==> config.mk <==
export PLATFORM = sky130hd
export DESIGN_NAME = multi_channel_byte_debouncer
export DESIGN_NICKNAME = d
export VERILOG_FILES = /design/src/rtl/mcbd_pkg.sv /design/src/rtl/multi_channel_byte_debouncer.sv /design/src/rtl/mcbd_lane.sv /design/src/rtl/mcbd_merge.sv
export SDC_FILE = /design/constraint.sdc
export NUM_CORES = 1
export LEC_CHECK = 0
export BUFFER_PORTS_ARGS = -buffer_cell sky130_fd_sc_hd__buf_4
export CAP_MARGIN = 5
export CORE_MARGIN = 2
export CORE_UTILIZATION = 58
export DETAILED_ROUTE_END_ITERATION = 16
export PLACE_DENSITY = 0.74
export SLEW_MARGIN = 10
export SYNTH_ARGS = -nofsm -noshare
export SYNTH_HDL_FRONTEND = slang
export SYNTH_SLANG_ARGS = --single-unit
==> constraint.sdc <==
create_clock -name clk -period 5.6 [get_ports clk]
set_input_delay 0.56 -clock clk [delete_from_list [all_inputs] [get_ports clk]]
set_output_delay 0.56 -clock clk [all_outputs]
set_load 0.03 [all_outputs]
==> src/rtl/mcbd_pkg.sv <==
// ----------------------------------------------------------------------------
// mcbd_pkg
// Shared types, constants and helper functions of the byte debouncer.
// ----------------------------------------------------------------------------
package mcbd_pkg;

  localparam int NUM_CHANNELS_DEF = 4;
  localparam int BITS_PER_CH      = 8;
  localparam int CNT_W            = 16;
  localparam int CH_PORT_W        = 2;
  localparam int CFG_IDX_W        = 3;
  localparam int CFG_DATA_W       = 16;

  localparam logic [CNT_W-1:0]       LIMIT_RESET    = 16'd10;
  localparam logic [BITS_PER_CH-1:0] DIP_MASK_RESET = 8'hFF;
  localparam logic [BITS_PER_CH-1:0] SENSOR_KEEP    = 8'hF0;
  localparam logic [CNT_W-1:0]       CNT_MAX        = 16'hFFFF;

  typedef enum logic [CH_PORT_W-1:0] {
    CH_DIP     = 2'd0,
    CH_ID      = 2'd1,
    CH_SENSOR  = 2'd2,
    CH_GENERAL = 2'd3
  } ch_code_t;

  typedef enum logic [CFG_IDX_W-1:0] {
    REG_DIP_LIMIT     = 3'd0,
    REG_ID_LIMIT      = 3'd1,
    REG_FRONT_LIMIT   = 3'd2,
    REG_SENSOR_LIMIT  = 3'd3,
    REG_GENERAL_LIMIT = 3'd4,
    REG_DIP_MASK      = 3'd5
  } reg_idx_t;

  typedef struct packed {
    logic [CNT_W-1:0]       dip_limit;
    logic [CNT_W-1:0]       id_limit;
    logic [CNT_W-1:0]       front_limit;
    logic [CNT_W-1:0]       sensor_limit;
    logic [CNT_W-1:0]       general_limit;
    logic [BITS_PER_CH-1:0] dip_mask;
  } cfg_t;

  typedef struct packed {
    logic             en;
    logic             new_bit;
    logic             stable_bit;
    logic [CNT_W-1:0] limit;
  } lane_in_t;

  function automatic logic [CNT_W-1:0] limit_for(cfg_t cfg, ch_code_t ch, logic upper);
    logic [CNT_W-1:0] lim;
    unique case (ch)
      CH_DIP:     lim = cfg.dip_limit;
      CH_ID:      lim = cfg.id_limit;
      CH_SENSOR:  lim = upper ? cfg.sensor_limit : cfg.front_limit;
      CH_GENERAL: lim = cfg.general_limit;
      default:    lim = cfg.general_limit;
    endcase
    return lim;
  endfunction

  // port byte to active-high sample (ID passes uninverted), masked for DIP and sensor
  function automatic logic [BITS_PER_CH-1:0] shape_byte(cfg_t cfg, ch_code_t ch,
                                                         logic [BITS_PER_CH-1:0] raw);
    logic [BITS_PER_CH-1:0] b;
    b = (ch == CH_ID) ? raw : ~raw;
    if (ch == CH_DIP) begin
      b = b & cfg.dip_mask;
    end else if (ch == CH_SENSOR) begin
      b = b & SENSOR_KEEP;
    end
    return b;
  endfunction

endpackage

==> src/rtl/multi_channel_byte_debouncer.sv <==
// ----------------------------------------------------------------------------
// multi_channel_byte_debouncer
// Per-bit counter debouncer for several 8-bit input ports, active-low but for ID.
//
// Input beat: channel and raw_byte, one poll tick of that channel. Output
// beat: changed and stable_byte, the channel's debounced byte after the tick.
// Every input beat yields exactly one output beat; a channel at or above
// NUM_CHANNELS gives changed = 0 and stable_byte = 0 and touches no state.
// Eight bit lanes update their counters in the accept cycle; the result is
// held in the output register in the cycle after the input beat is taken.
// Throughput is one beat per cycle while out_ready keeps the output moving;
// each lane's counter increment and limit compare are combinational.
// While an output beat waits for out_ready, in_ready is low; it rises in
// the cycle the output is taken, so a new beat can enter in that same cycle.
// Configuration: cfg_we writes cfg_wdata to the register at cfg_index in the
// same cycle; write only while the block is idle; indexes beyond the list are
// ignored.
// Reset (rst, synchronous) clears all counters and stable bytes, restores
// limits to 10 and the DIP mask to all ones, and empties the output register.
// ----------------------------------------------------------------------------
module multi_channel_byte_debouncer
  import mcbd_pkg::*;
#(
  parameter int NUM_CHANNELS = NUM_CHANNELS_DEF
) (
  input  logic                   clk,
  input  logic                   rst,
  input  logic                   cfg_we,
  input  logic [CFG_IDX_W-1:0]   cfg_index,
  input  logic [CFG_DATA_W-1:0]  cfg_wdata,
  input  logic                   in_valid,
  output logic                   in_ready,
  input  logic [CH_PORT_W-1:0]   channel,
  input  logic [BITS_PER_CH-1:0] raw_byte,
  output logic                   out_valid,
  input  logic                   out_ready,
  output logic                   changed,
  output logic [BITS_PER_CH-1:0] stable_byte
);

  localparam int CH_W = $clog2(NUM_CHANNELS);

  cfg_t                   cfg;
  logic [BITS_PER_CH-1:0] stable_q [NUM_CHANNELS];
  logic [CH_W-1:0]        ch_idx;
  logic                   ch_ok;
  logic                   acc;
  ch_code_t               ch_code;
  logic [BITS_PER_CH-1:0] new_byte;
  logic [BITS_PER_CH-1:0] cur_stable;
  logic [BITS_PER_CH-1:0] flips;
  logic [BITS_PER_CH-1:0] stable_next;
  lane_in_t               lane_in [BITS_PER_CH];

  always_ff @(posedge clk) begin
    if (rst) begin
      cfg.dip_limit     <= LIMIT_RESET;
      cfg.id_limit      <= LIMIT_RESET;
      cfg.front_limit   <= LIMIT_RESET;
      cfg.sensor_limit  <= LIMIT_RESET;
      cfg.general_limit <= LIMIT_RESET;
      cfg.dip_mask      <= DIP_MASK_RESET;
    end else if (cfg_we) begin
      unique case (reg_idx_t'(cfg_index))
        REG_DIP_LIMIT:     cfg.dip_limit     <= cfg_wdata;
        REG_ID_LIMIT:      cfg.id_limit      <= cfg_wdata;
        REG_FRONT_LIMIT:   cfg.front_limit   <= cfg_wdata;
        REG_SENSOR_LIMIT:  cfg.sensor_limit  <= cfg_wdata;
        REG_GENERAL_LIMIT: cfg.general_limit <= cfg_wdata;
        REG_DIP_MASK:      cfg.dip_mask      <= cfg_wdata[BITS_PER_CH-1:0];
        default: ;
      endcase
    end
  end

  always_comb begin
    in_ready   = !out_valid || out_ready;
    acc        = in_valid && in_ready;
    ch_code    = ch_code_t'(channel);
    ch_idx     = CH_W'(channel);
    ch_ok      = (32'(channel) < NUM_CHANNELS);
    new_byte   = shape_byte(cfg, ch_code, raw_byte);
    cur_stable = ch_ok ? stable_q[ch_idx] : '0;
    for (int b = 0; b < BITS_PER_CH; b++) begin
      lane_in[b].en         = acc && ch_ok;
      lane_in[b].new_bit    = new_byte[b];
      lane_in[b].stable_bit = cur_stable[b];
      lane_in[b].limit      = limit_for(cfg, ch_code, (b >= BITS_PER_CH / 2));
    end
  end

  for (genvar g = 0; g < BITS_PER_CH; g++) begin : g_lane
    mcbd_lane #(
      .NUM_CHANNELS(NUM_CHANNELS)
    ) u_lane (
      .clk    (clk),
      .rst    (rst),
      .ch_idx (ch_idx),
      .lane_in(lane_in[g]),
      .flip   (flips[g])
    );
  end

  mcbd_merge u_merge (
    .clk        (clk),
    .rst        (rst),
    .acc        (acc),
    .stable_cur (cur_stable),
    .flips      (flips),
    .stable_next(stable_next),
    .out_valid  (out_valid),
    .out_ready  (out_ready),
    .changed    (changed),
    .stable_byte(stable_byte)
  );

  always_ff @(posedge clk) begin
    if (rst) begin
      for (int i = 0; i < NUM_CHANNELS; i++) begin
        stable_q[i] <= '0;
      end
    end else if (acc && ch_ok) begin
      stable_q[ch_idx] <= stable_next;
    end
  end

  a_unimpl_zero: assert property (@(posedge clk) disable iff (rst)
    acc && !ch_ok |=> out_valid && !changed && (stable_byte == '0))
    else $error("unimplemented channel gave a nonzero result");

  a_result_matches_state: assert property (@(posedge clk) disable iff (rst)
    acc && ch_ok |=> out_valid && (stable_byte == stable_q[$past(ch_idx)]))
    else $error("result byte differs from stored stable byte");

  a_changed_consistent: assert property (@(posedge clk) disable iff (rst)
    acc && ch_ok |=> changed == (stable_byte != $past(cur_stable)))
    else $error("changed flag disagrees with stable byte update");

  a_sensor_low_clear: assert property (@(posedge clk) disable iff (rst)
    stable_q[CH_SENSOR][3:0] == 4'h0)
    else $error("sensor low nibble became set");

endmodule

==> src/rtl/mcbd_lane.sv <==
// ----------------------------------------------------------------------------
// mcbd_lane
// Debounce counters of one bit position, one counter per channel.
// ----------------------------------------------------------------------------
module mcbd_lane
  import mcbd_pkg::*;
#(
  parameter int NUM_CHANNELS = NUM_CHANNELS_DEF
) (
  input  logic                            clk,
  input  logic                            rst,
  input  logic [$clog2(NUM_CHANNELS)-1:0] ch_idx,
  input  lane_in_t                        lane_in,
  output logic                            flip
);

  logic [CNT_W-1:0] counts [NUM_CHANNELS];
  logic [CNT_W-1:0] cnt;
  logic [CNT_W-1:0] cnt_inc;
  logic             differ;
  logic             hit;
  logic [CNT_W-1:0] cnt_next;

  always_comb begin
    cnt      = counts[ch_idx];
    differ   = lane_in.new_bit ^ lane_in.stable_bit;
    cnt_inc  = (cnt == CNT_MAX) ? cnt : cnt + 1'b1;
    hit      = differ && (cnt_inc >= lane_in.limit);
    cnt_next = (differ && !hit) ? cnt_inc : '0;
    flip     = lane_in.en && hit;
  end

  always_ff @(posedge clk) begin
    if (rst) begin
      for (int i = 0; i < NUM_CHANNELS; i++) begin
        counts[i] <= '0;
      end
    end else if (lane_in.en) begin
      counts[ch_idx] <= cnt_next;
    end
  end

endmodule

==> src/rtl/mcbd_merge.sv <==
// ----------------------------------------------------------------------------
// mcbd_merge
// Combines the lane flips into the new stable byte and holds the result beat.
// ----------------------------------------------------------------------------
module mcbd_merge
  import mcbd_pkg::*;
(
  input  logic                   clk,
  input  logic                   rst,
  input  logic                   acc,
  input  logic [BITS_PER_CH-1:0] stable_cur,
  input  logic [BITS_PER_CH-1:0] flips,
  output logic [BITS_PER_CH-1:0] stable_next,
  output logic                   out_valid,
  input  logic                   out_ready,
  output logic                   changed,
  output logic [BITS_PER_CH-1:0] stable_byte
);

  assign stable_next = stable_cur ^ flips;

  always_ff @(posedge clk) begin
    if (rst) begin
      out_valid <= 1'b0;
    end else if (acc) begin
      out_valid <= 1'b1;
    end else if (out_ready) begin
      out_valid <= 1'b0;
    end
  end

  always_ff @(posedge clk) begin
    if (acc) begin
      changed     <= |flips;
      stable_byte <= stable_next;
    end
  end

endmodule
; ---- Yosys cells after proc, flatten, opt, wreduce, memory -nomap -nowiden
; Memories as Yosys holds them, arrays and structs flattened.
; Index checks and enable logic that the tools add are counted.
[word_totals]
reg_bits = 98
n_memories = 9
ramBits = 544
in_bits = 34
out_inout_bits = 11
word_cells = 170
[memory_table]
columns = name, words, word_bits, rd, rd_clocked_by_memory_dff, wr, line
row1 = g_lane[0].u_lane.counts, 4, 16, 1, 0, 4, mcbd_lane.sv:17  ; logic [CNT_W-1:0] counts [NUM_CHANNELS];
row2 = g_lane[1].u_lane.counts, 4, 16, 1, 0, 4, mcbd_lane.sv:17
row3 = g_lane[2].u_lane.counts, 4, 16, 1, 0, 4, mcbd_lane.sv:17
row4 = g_lane[3].u_lane.counts, 4, 16, 1, 0, 4, mcbd_lane.sv:17
row5 = g_lane[4].u_lane.counts, 4, 16, 1, 0, 4, mcbd_lane.sv:17
row6 = g_lane[5].u_lane.counts, 4, 16, 1, 0, 4, mcbd_lane.sv:17
row7 = 3 more memories, -, -, -, -, -, -
[op_classes]
mux = 55
magnitude_cmp = 8
n_addsub = 8
n_eq_ne = 16
reduce_logical = 54
n_bitwise = 11
[ops]
columns = op, n
row1 = $mux 16, 24
row2 = $add 16x1->16 const B, 8
row3 = $eq 16x16->1 const B, 8
row4 = $ge 16x16->1, 8
row5 = $pmux 16 s4, 2
row6 = $reduce_or 16->1, 8
row7 = $logic_and 1x1->1, 25
row8 = $mux 8, 3
row9 = $mux 2, 9
row10 = $mux 1, 16
row11 = $reduce_or 8->1, 2
row12 = $reduce_and 2->1, 6
row13 = $logic_not 1->1, 9
row14 = $and 8x8->8, 1
row15 = $not 8->8, 1
row16 = $xor 1x1->1, 8
row17 = $xor 8x8->8, 1
row18 = $eq 3x2->1 const B, 2
row19 = $eq 3x3->1 const B, 2
row20 = $eq 2x2->1 const B, 2
row21 = $mux 4, 1
row22 = $eq 3x1->1 const B, 1
row23 = $logic_not 3->1, 1
row24 = $eq 2x1->1 const B, 1
row25 = other kinds (3), 3

; ---- Depth between registers and ports, before layout
; Gate-level depths: netlist of run 1.
[depth]
ltp_word = 10
mapped_depth = 23
depth_no_buf = 16

; ---- Hierarchy
; A second synthesis of run 1 with hierarchy kept.
[unflattened]
hier_cells = 3035
area_unflattened_um2 = 35271.3
[by_module_without_submodules]
columns = mod, area_each_um2, seq_area_each_um2, n_inst, cells_per_inst
row1 = mcbd_lane at g_lane[0].u_lane ..., 3667.3, 1921.8, 6, 309
row2 = multi_channel_byte_debouncer, 5570.3, 2722.6, 1, 542
row3 = mcbd_lane at g_lane[7].u_lane, 3663.5, 1921.8, 1, 306
row4 = mcbd_lane at g_lane[1].u_lane, 3642.2, 1921.8, 1, 309
row5 = mcbd_merge, 391.6, 290.3, 1, 24

; ---- Least setup slack after synthesis of run 1
; OpenSTA, ideal clock, no wires.
[synth_timing]
path_type = input-to-reg
from = input out_ready
to = memory g_lane[0].u_lane.counts[2][0] (enable)
arrival_ns = 4.931
cell_stages = 6
n_path_buf = 1
t_required_ns = 5.081
path_slack_ns = 0.150
setup_time_ns = 0.519
path_cell_list = nand2b_1 > nand2_1 > nor2_1 > nand3_1 > clkbuf_1 > nand2b_1
[synth_lines]
columns = element, line
row1 = from (decl), multi_channel_byte_debouncer.sv:36  ; input logic out_ready,
row2 = to (decl), mcbd_lane.sv:17

==> summary.txt, run 1 <==
Status
  • Run status: completed

Final layout
  • Nets@finish: 3106
  • Diode count: 0
  • Post-Route Utilization: 65.17%
  • Area Growth Syn to Fin: 11.07%
  • Share of cells above drive strength 1: 14.88%
  • Finished Cell Area: 36820 um2

Worst setup path
  • Worst path buffer plus inverter count: 4
  • CP delay by family, top: simple AND/OR/NAND/NOR gates
  • Worst path depth: 19
  • R2R Setup Slk: 0.78 ns
  • CP max stage delay: 0.58 ns
  • Req. time, crit path: 6.06 ns
  • Worst setup path start: channel[1]
  • Reg2reg start: g_lane[4].u_lane.counts[1][0]
  • Worst Reg2Reg Path Length in Cells: 18
  • Crit-path slowest cell: nor4_4
  • Crit. End Element: flip-flop
  • Crit-path cells: clkbuf_8 > mux4_2 > ha_1 > nand3_1 > nor4_4 > nor2_2 > nand4_2 > xor2_2 > inv_1 > ha_1 > a21oi_1 > o21ai_0 > a221o_1 > a221oi_1 > buf_4 > nor2b_1 > nand2_1 > buf_4 > nor2_1
  • Kind of critical path: input port to flip-flop
  • FF-to-FF End: g_lane[4].u_lane.counts[3][12]
  • Max FO, Critical Path: 55
  • CP Launch Type: input port
  • CP arrival: 5.54 ns

Die
  • Die W: 243.1 um
  • Die H: 243.1 um
  • Row cnt: 87
  • Num ports: 45
  • Die area: 59080 um2
  • Initial core utilization: 58.68%
  • Core ar.: 56500 um2

Power and ir drop
  • Maximum vdd ir drop: 0.0002599 V
  • Leakage power total: 14.62 nW
  • Total power: 0.01128 W
  • Pwr dens: 306.3 nW/um2

Place
  • I/O Buffers: 44
  • DP Area: 34770 um2
  • Final HPWL DP: 53740 um
  • Routability congestion estimate: 0.8879

Clocking
  • H-tree depth: 3
  • Clock Latency Late Sink: 0.61 ns
  • Post-CTS setup buffer count: 0
  • Cts bufs inserted: 67
  • Clk slew on worst S/H paths: 0.06 ns
  • CTS tree: done
  • CTS Buffer Depth: 3
  • Sink Count: 642
  • # hold bufs at CTS: 0
  • CTS-repair resized insts: 0
  • Root Driver: clkbuf_16

Route
  • First-pass iteration count of the detailed router: 6
  • Vias: 22916
  • Iteration-0 DRC count of the detailed router: 2627
  • Antenna-violating nets left: 0
  • Via density: 6.129
  • Drt total wl: 82500 um
  • Drc violations: 0
  • Wire length per cell: 22.06 um

Logic synthesis
  • Top FF cell, synth: edfxtp_1
  • Sequential share of the synthesized area: 55.47%
  • Synth cell count leaders: nor2_1, edfxtp_1, nand2_1, inv_1, a21oi_1
  • Netlist Area Pre-Place: 33150 um2
  • Avg Cell Area, Syn: 11.73 um2
  • Unique masters post-synth: 80
  • Post-synth EDFFs: 553
  • Ys async rst share: 0%
  • #FFs+latches synth: 642
  • Share of the synthesized area in the top cell type: 50.09%
  • Yosys warning count: 0
  • Syn Nets: 2996
  • Synth area leader: edfxtp_1
  • Count leader, synth: nor2_1
  • Post-Synthesis Cells: 2826
  • Synth area leaders: edfxtp_1, mux4_2, nor2_1

Min path
  • HP Start: in_valid
  • WHS Path Cells: 3
  • Hold Path Class: input port to flip-flop
  • Hold Path Sink: u_merge.out_valid

Timing
  • WHS: 0.2111 ns
  • RSZ-0062 raised after global routing: false
  • Max Clock Freq: 196.7 MHz
  • Worst clock skew: 0.02116 ns
  • Rel. slew slack: 36.59%
  • Minimum clock period: 5.084 ns
  • Final setup viols: 0
  • Slew Limit Fails: 0
  • Setup TNS: 0 ns
  • Final Hold Viols: 0
  • Slew @ Worst Pin: 0.9511 ns
  • Period utilization: 90.78%

Job
  • Max Cap Viol: 0

Global route
  • Initial antenna violation count: 1
  • Total grt overflow: 0
  • GRT Overall Usage: 28.33%
  • Vias in the first global route: 23302
  • First-pass GRT wire length: 129400 um
  • Largest net degree at the start of global routing: 90
## stage by stage
step                setup slack (ns)  cells
floorplan                     0.1495   2826
global placement              0.1573   3623
detailed placement          -0.02929   3623
CTS                           0.5875   3739
global route                  0.1967   3739
finish                        0.5163   3739
## metal layers
metal | part of all wire (%) | vias up | track usage, %
met5 | 0 | - | 0
met4 | 3.5 | 0 | 11.19
met3 | 9.7 | 193 | 5.186
met2 | 47 | 1108 | 44.97
met1 | 40 | 11303 | 39.05
li1 | - | 10312 | -
## kinds of logic (layout without fill, tap and decap cells)
logic type / after synthesis / in the layout / share of synthesized area, %
XOR/XNOR: 99 / 99 / 3.205
AND/OR/NAND/NOR: 1178 / 1178 / 15.82
buffers and inverters: 300 / 457 / 4.291
multiplexers: 179 / 179 / 10.80
adder cells (fa/ha/maj): 136 / 136 / 5.133
flip-flops: 642 / 642 / 55.47
AO/OA/AOI/OAI: 292 / 292 / 5.280
## cell usage in the layout, fill, tap and decap left out, types with 9 or more instances in the layout
master and n:
o21ai_0 57, and4_1 13, ha_1 136, nand2b_1 20, clkinv_1 12, and2_1 13
mux4_1 16, buf_4 148, nor2_1 600, clkbuf_16 72, clkinv_2 9, nand2_1 295
edfxtp_1 553, or3_1 10, a21o_1 26, nand4_1 37, nor2b_1 10, inv_1 178
clkbuf_1 19, xnor2_1 25, nand3_1 67, nor3_1 23, dfxtp_1 89, xor2_1 48
xnor2_2 9, a21oi_1 153, buf_12 13, and3_1 20, xor2_2 17, mux2i_1 40
nand3b_1 21, mux4_2 122, nand4_2 11
## registers in the layout (all words and copies together), names as in the netlist
name,cells
g_lane.u_lane.counts,512
cfg,88
u_merge.changed,1
stable_q,32
u_merge.stable_byte,8
u_merge.out_valid,1
## worst register-to-register path, stage by stage (launching register included)
cell      delay, ns
edfxtp_1       0.33
mux4_2         0.32
ha_1           0.24
nand3_1        0.23
nor4_4         0.58
nor2_2         0.11
nand4_2        0.13
xor2_2         0.30
inv_1          0.08
ha_1           0.30
a21oi_1        0.17
o21ai_0        0.12
a221o_1        0.37
a221oi_1       0.46
buf_4          0.20
nor2b_1        0.24
nand2_1        0.13
buf_4          0.23
nor2_1         0.13
## how the worst max path moves through the flow
stage                                          end  slack, ns
CTS                 g_lane[4].u_lane.counts[3][12]       0.59
global route         g_lane[4].u_lane.counts[3][7]       0.20
floorplan            g_lane[0].u_lane.counts[2][0]       0.15
global placement    g_lane[4].u_lane.counts[3][11]       0.16
finish              g_lane[4].u_lane.counts[3][12]       0.52
detailed placement  g_lane[4].u_lane.counts[3][12]      -0.03
## where the power goes
part / internal, W / switching [W]
clock network: 0.00244 / 0.00180
registers: 0.00543 / 0.0000697
logic: 0.000549 / 0.000989
total: 0.00842 / 0.00286
## area by class of cell
| class | count | area [um2] |
|---|---|---|
| Fill cell | 4162 | 19680 |
| Sequential cell | 642 | 18390 |
| Clock inverter | 24 | 158.9 |
| Inverter | 178 | 668.1 |
| Clock buffer | 92 | 1887 |
| Multi-Input combinational cell | 1884 | 13370 |
| Tap cell | 756 | 945.9 |
| Timing Repair Buffer | 163 | 1400 |
(Power assumes the default switching activity.)
==> run 2, diff against run 1 <==
--- a/config.mk
+++ b/config.mk
@@ -11,5 +11,5 @@
 export CORE_UTILIZATION = 58
 export DETAILED_ROUTE_END_ITERATION = 16
-export PLACE_DENSITY = 0.74
+export PLACE_DENSITY = 0.81
 export SLEW_MARGIN = 10
 export SYNTH_ARGS = -nofsm -noshare
==> constraint.sdc (replaced) <==
create_clock -name clk -period 5.6 [get_ports clk]
set_input_delay 0 -clock clk [delete_from_list [all_inputs] [get_ports clk]]
set_output_delay 0 -clock clk [all_outputs]
set_load 0.03 [all_outputs]
==> run 2 against run 1 <==
Against the previous run:
- die area did not move
- clock skew rose by 0.0027 ns
- combinational power hardly changed
- maximum frequency is 3.6% higher
- sequential share of layout area grew 0.11 points
- first-iteration DRC count shrank 6.0%
- non-clock buffer count is 7 lower
- clock power down 3%
- critical path depth is 3 lower
- sequential power about the same
- flip-flop and latch count unchanged
- critical endpoint is now g_lane[4].u_lane.counts[1][7]
- largest cell class unchanged
- highest routed layer unchanged
==> summary.txt, run 2 (synthesis gave the netlist of run 1 again) <==
Timing
  • Max Clock Freq: 203.8 MHz (+3.6%)
  • Slew Limit Fails: 0 (unchanged)
  • Final Hold Viols: 0 (unchanged)
  • Worst clock skew: 0.02389 ns (+0.002733 ns)
  • Setup TNS: 0 ns (unchanged)
  • Final setup viols: 0 (unchanged)
  • RSZ-0062 raised after global routing: false
  • Period utilization: 87.63% (-3.1 points)
  • Minimum clock period: 4.907 ns (-0.1764 ns)
  • Rel. slew slack: 23.54% (-13 points)
  • Slew @ Worst Pin: 1.135 ns (+0.1838 ns)
  • WHS: 0.1889 ns (-0.02216 ns)

Clocking
  • CTS Buffer Depth: 3 (unchanged)
  • H-tree depth: 2 (-1)
  • CTS tree: done
  • Root Driver: clkbuf_16
  • CTS-repair resized insts: 0 (unchanged)
  • Clock Latency Late Sink: 0.65 ns (+0.04 ns)
  • Clk slew on worst S/H paths: 0.07 ns (about the same)
  • Sink Count: 642 (unchanged)
  • Cts bufs inserted: 61 (-9.0%)
  • Post-CTS setup buffer count: 0 (unchanged)
  • # hold bufs at CTS: 29 (+29)

Global route
  • Largest net degree at the start of global routing: 110 (+22%)
  • Vias in the first global route: 23755 (+1.9%)
  • GRT Overall Usage: 28.22% (-0.11 points)
  • Initial antenna violation count: 0 (-1)
  • First-pass GRT wire length: 129700 um (+0.23%)
  • Total grt overflow: 0 (unchanged)

Die
  • Die W: 243.1 um (unchanged)
  • Num ports: 45 (unchanged)
  • Core ar.: 56500 um2 (unchanged)
  • Initial core utilization: 58.68% (unchanged)
  • Die area: 59080 um2 (unchanged)
  • Row cnt: 87 (unchanged)
  • Die H: 243.1 um (unchanged)

Route
  • First-pass iteration count of the detailed router: 6 (unchanged)
  • Wire length per cell: 22.17 um (+0.48%)
  • Vias: 23201 (+1.2%)
  • Antenna-violating nets left: 0 (unchanged)
  • Iteration-0 DRC count of the detailed router: 2469 (-6.0%)
  • Drt total wl: 82740 um (+0.29%)
  • Via density: 6.217 (+1.4%)
  • Drc violations: 0 (unchanged)

Power and ir drop
  • Maximum vdd ir drop: 0.0002789 V (+7.3%)
  • Total power: 0.01116 W (-1.1%)
  • Pwr dens: 303.6 nW/um2 (-0.86%)
  • Leakage power total: 14.50 nW (-0.83%)

Final layout
  • Most flops, register: g_lane.u_lane.counts
  • Most common cell after layout, fill and taps aside: nor2_1
  • Largest regs: g_lane.u_lane.counts: 512 flops, cfg: 88 flops, stable_q: 32 flops
  • Area Growth Syn to Fin: 10.83%
  • Fill count: 3940 (-5.3%)
  • Largest register FFs: 512 (unchanged)
  • Share of cells above drive strength 1: 14.08% (-0.80 points)
  • Most frequent cells in the layout: nor2_1, edfxtp_1, nand2_1, inv_1, a21oi_1
  • Nets@finish: 3093 (-0.42%)

Worst setup path
  • Crit. End Element: flip-flop
  • CP arrival: 5.37 ns (-0.17 ns)
  • Kind of critical path: flip-flop to flip-flop
  • Req. time, crit path: 6.06 ns (about the same)
  • CP Launch Type: flip-flop
  • Max FO, Critical Path: 16 (-71%)

Min path
  • Hold Path Class: input port to flip-flop

Place
  • Routability congestion estimate: 0.9090 (+2.4%)
  • I/O Buffers: 44 (unchanged)
  • Final HPWL DP: 52750 um (-1.8%)

Job
  • Max Cap Viol: 0 (unchanged)

Status
  • Run status: completed
## run 2: cell count changes in the layout (fill, tap and decap cells not counted), moves of 6 or more
cell	previous run	this run
clkbuf_16	72	63
dlygate4sd3_1	0	29
buf_4	148	115
clkinv_2	9	15
clkbuf_1	19	8
clkinvlp_4	0	6
## run 2: layout make-up
type | count | area, um2 | area share (%)
inverter | 178 | 668.1 | 1.819
antenna | 1 | 2.502 | 0.006811
timing repair buffer | 156 | 1383 | 3.763
sequential | 642 | 18390 | 50.05
multi-input combinational | 1884 | 13380 | 36.42
clock inverter | 44 | 366.6 | 0.9978
clock buffer | 71 | 1607 | 4.373
tap | 756 | 945.9 | 2.575
## run 2: path summary, 6_finish.rpt
kind / from / endpoint / slack (ns) / depth (start not counted)
setup reg to reg: g_lane[4].u_lane.counts[2][0] / g_lane[4].u_lane.counts[1][7] / 0.69 / 16
setup / recovery: g_lane[4].u_lane.counts[2][0] / g_lane[4].u_lane.counts[1][7] / 0.69 / 16
hold reg to reg: cfg[34] / cfg[34] / 0.46 / 2
hold / removal: cfg_wdata[1] / cfg[25] / 0.19 / 4
## run 2: through the flow
step	cells	area (um2)	util (%)	worst slack, ns
3_5_place_dp	3587	34470	61.02	0.2871
3_3_place_gp	3587	34470	61.02	0.3622
6_report	3732	36740	65.03	0.6926
2_1_floorplan	2826	33150	-	0.3018
4_1_cts	3731	36740	65.03	0.6841
5_1_grt	3731	36740	65.03	0.2897
## run 2: where the power goes
part,internal [W],total [W],switching (W)
logic,0.000545,0.00153,0.000990
clock network,0.00228,0.00412,0.00183
registers,0.00543,0.00550,0.0000752
## run 2: worst max-delay path, stage by stage (launching register included)
cell and delay, ns:
edfxtp_1 0.33, mux4_2 0.30, ha_1 0.21, nand3_1 0.19, nor4_4 0.53, nor2_2 0.11
nand2_1 0.13, xor2_2 0.24, inv_1 0.07, ha_1 0.30, a21oi_1 0.14, o21ai_0 0.10
a221o_1 0.36, a221oi_1 0.51, nor2b_1 0.39, nand2_1 0.54, nor2_1 0.28
## run 2: per-layer routing
layer	GRT usage (%)	vias up	routed length [um]
met5	0	-	0
met4	11.96	0	3586
li1	-	10291	-
met1	36.82	11429	31060
met2	46.69	1240	39890
met3	5.186	241	8198
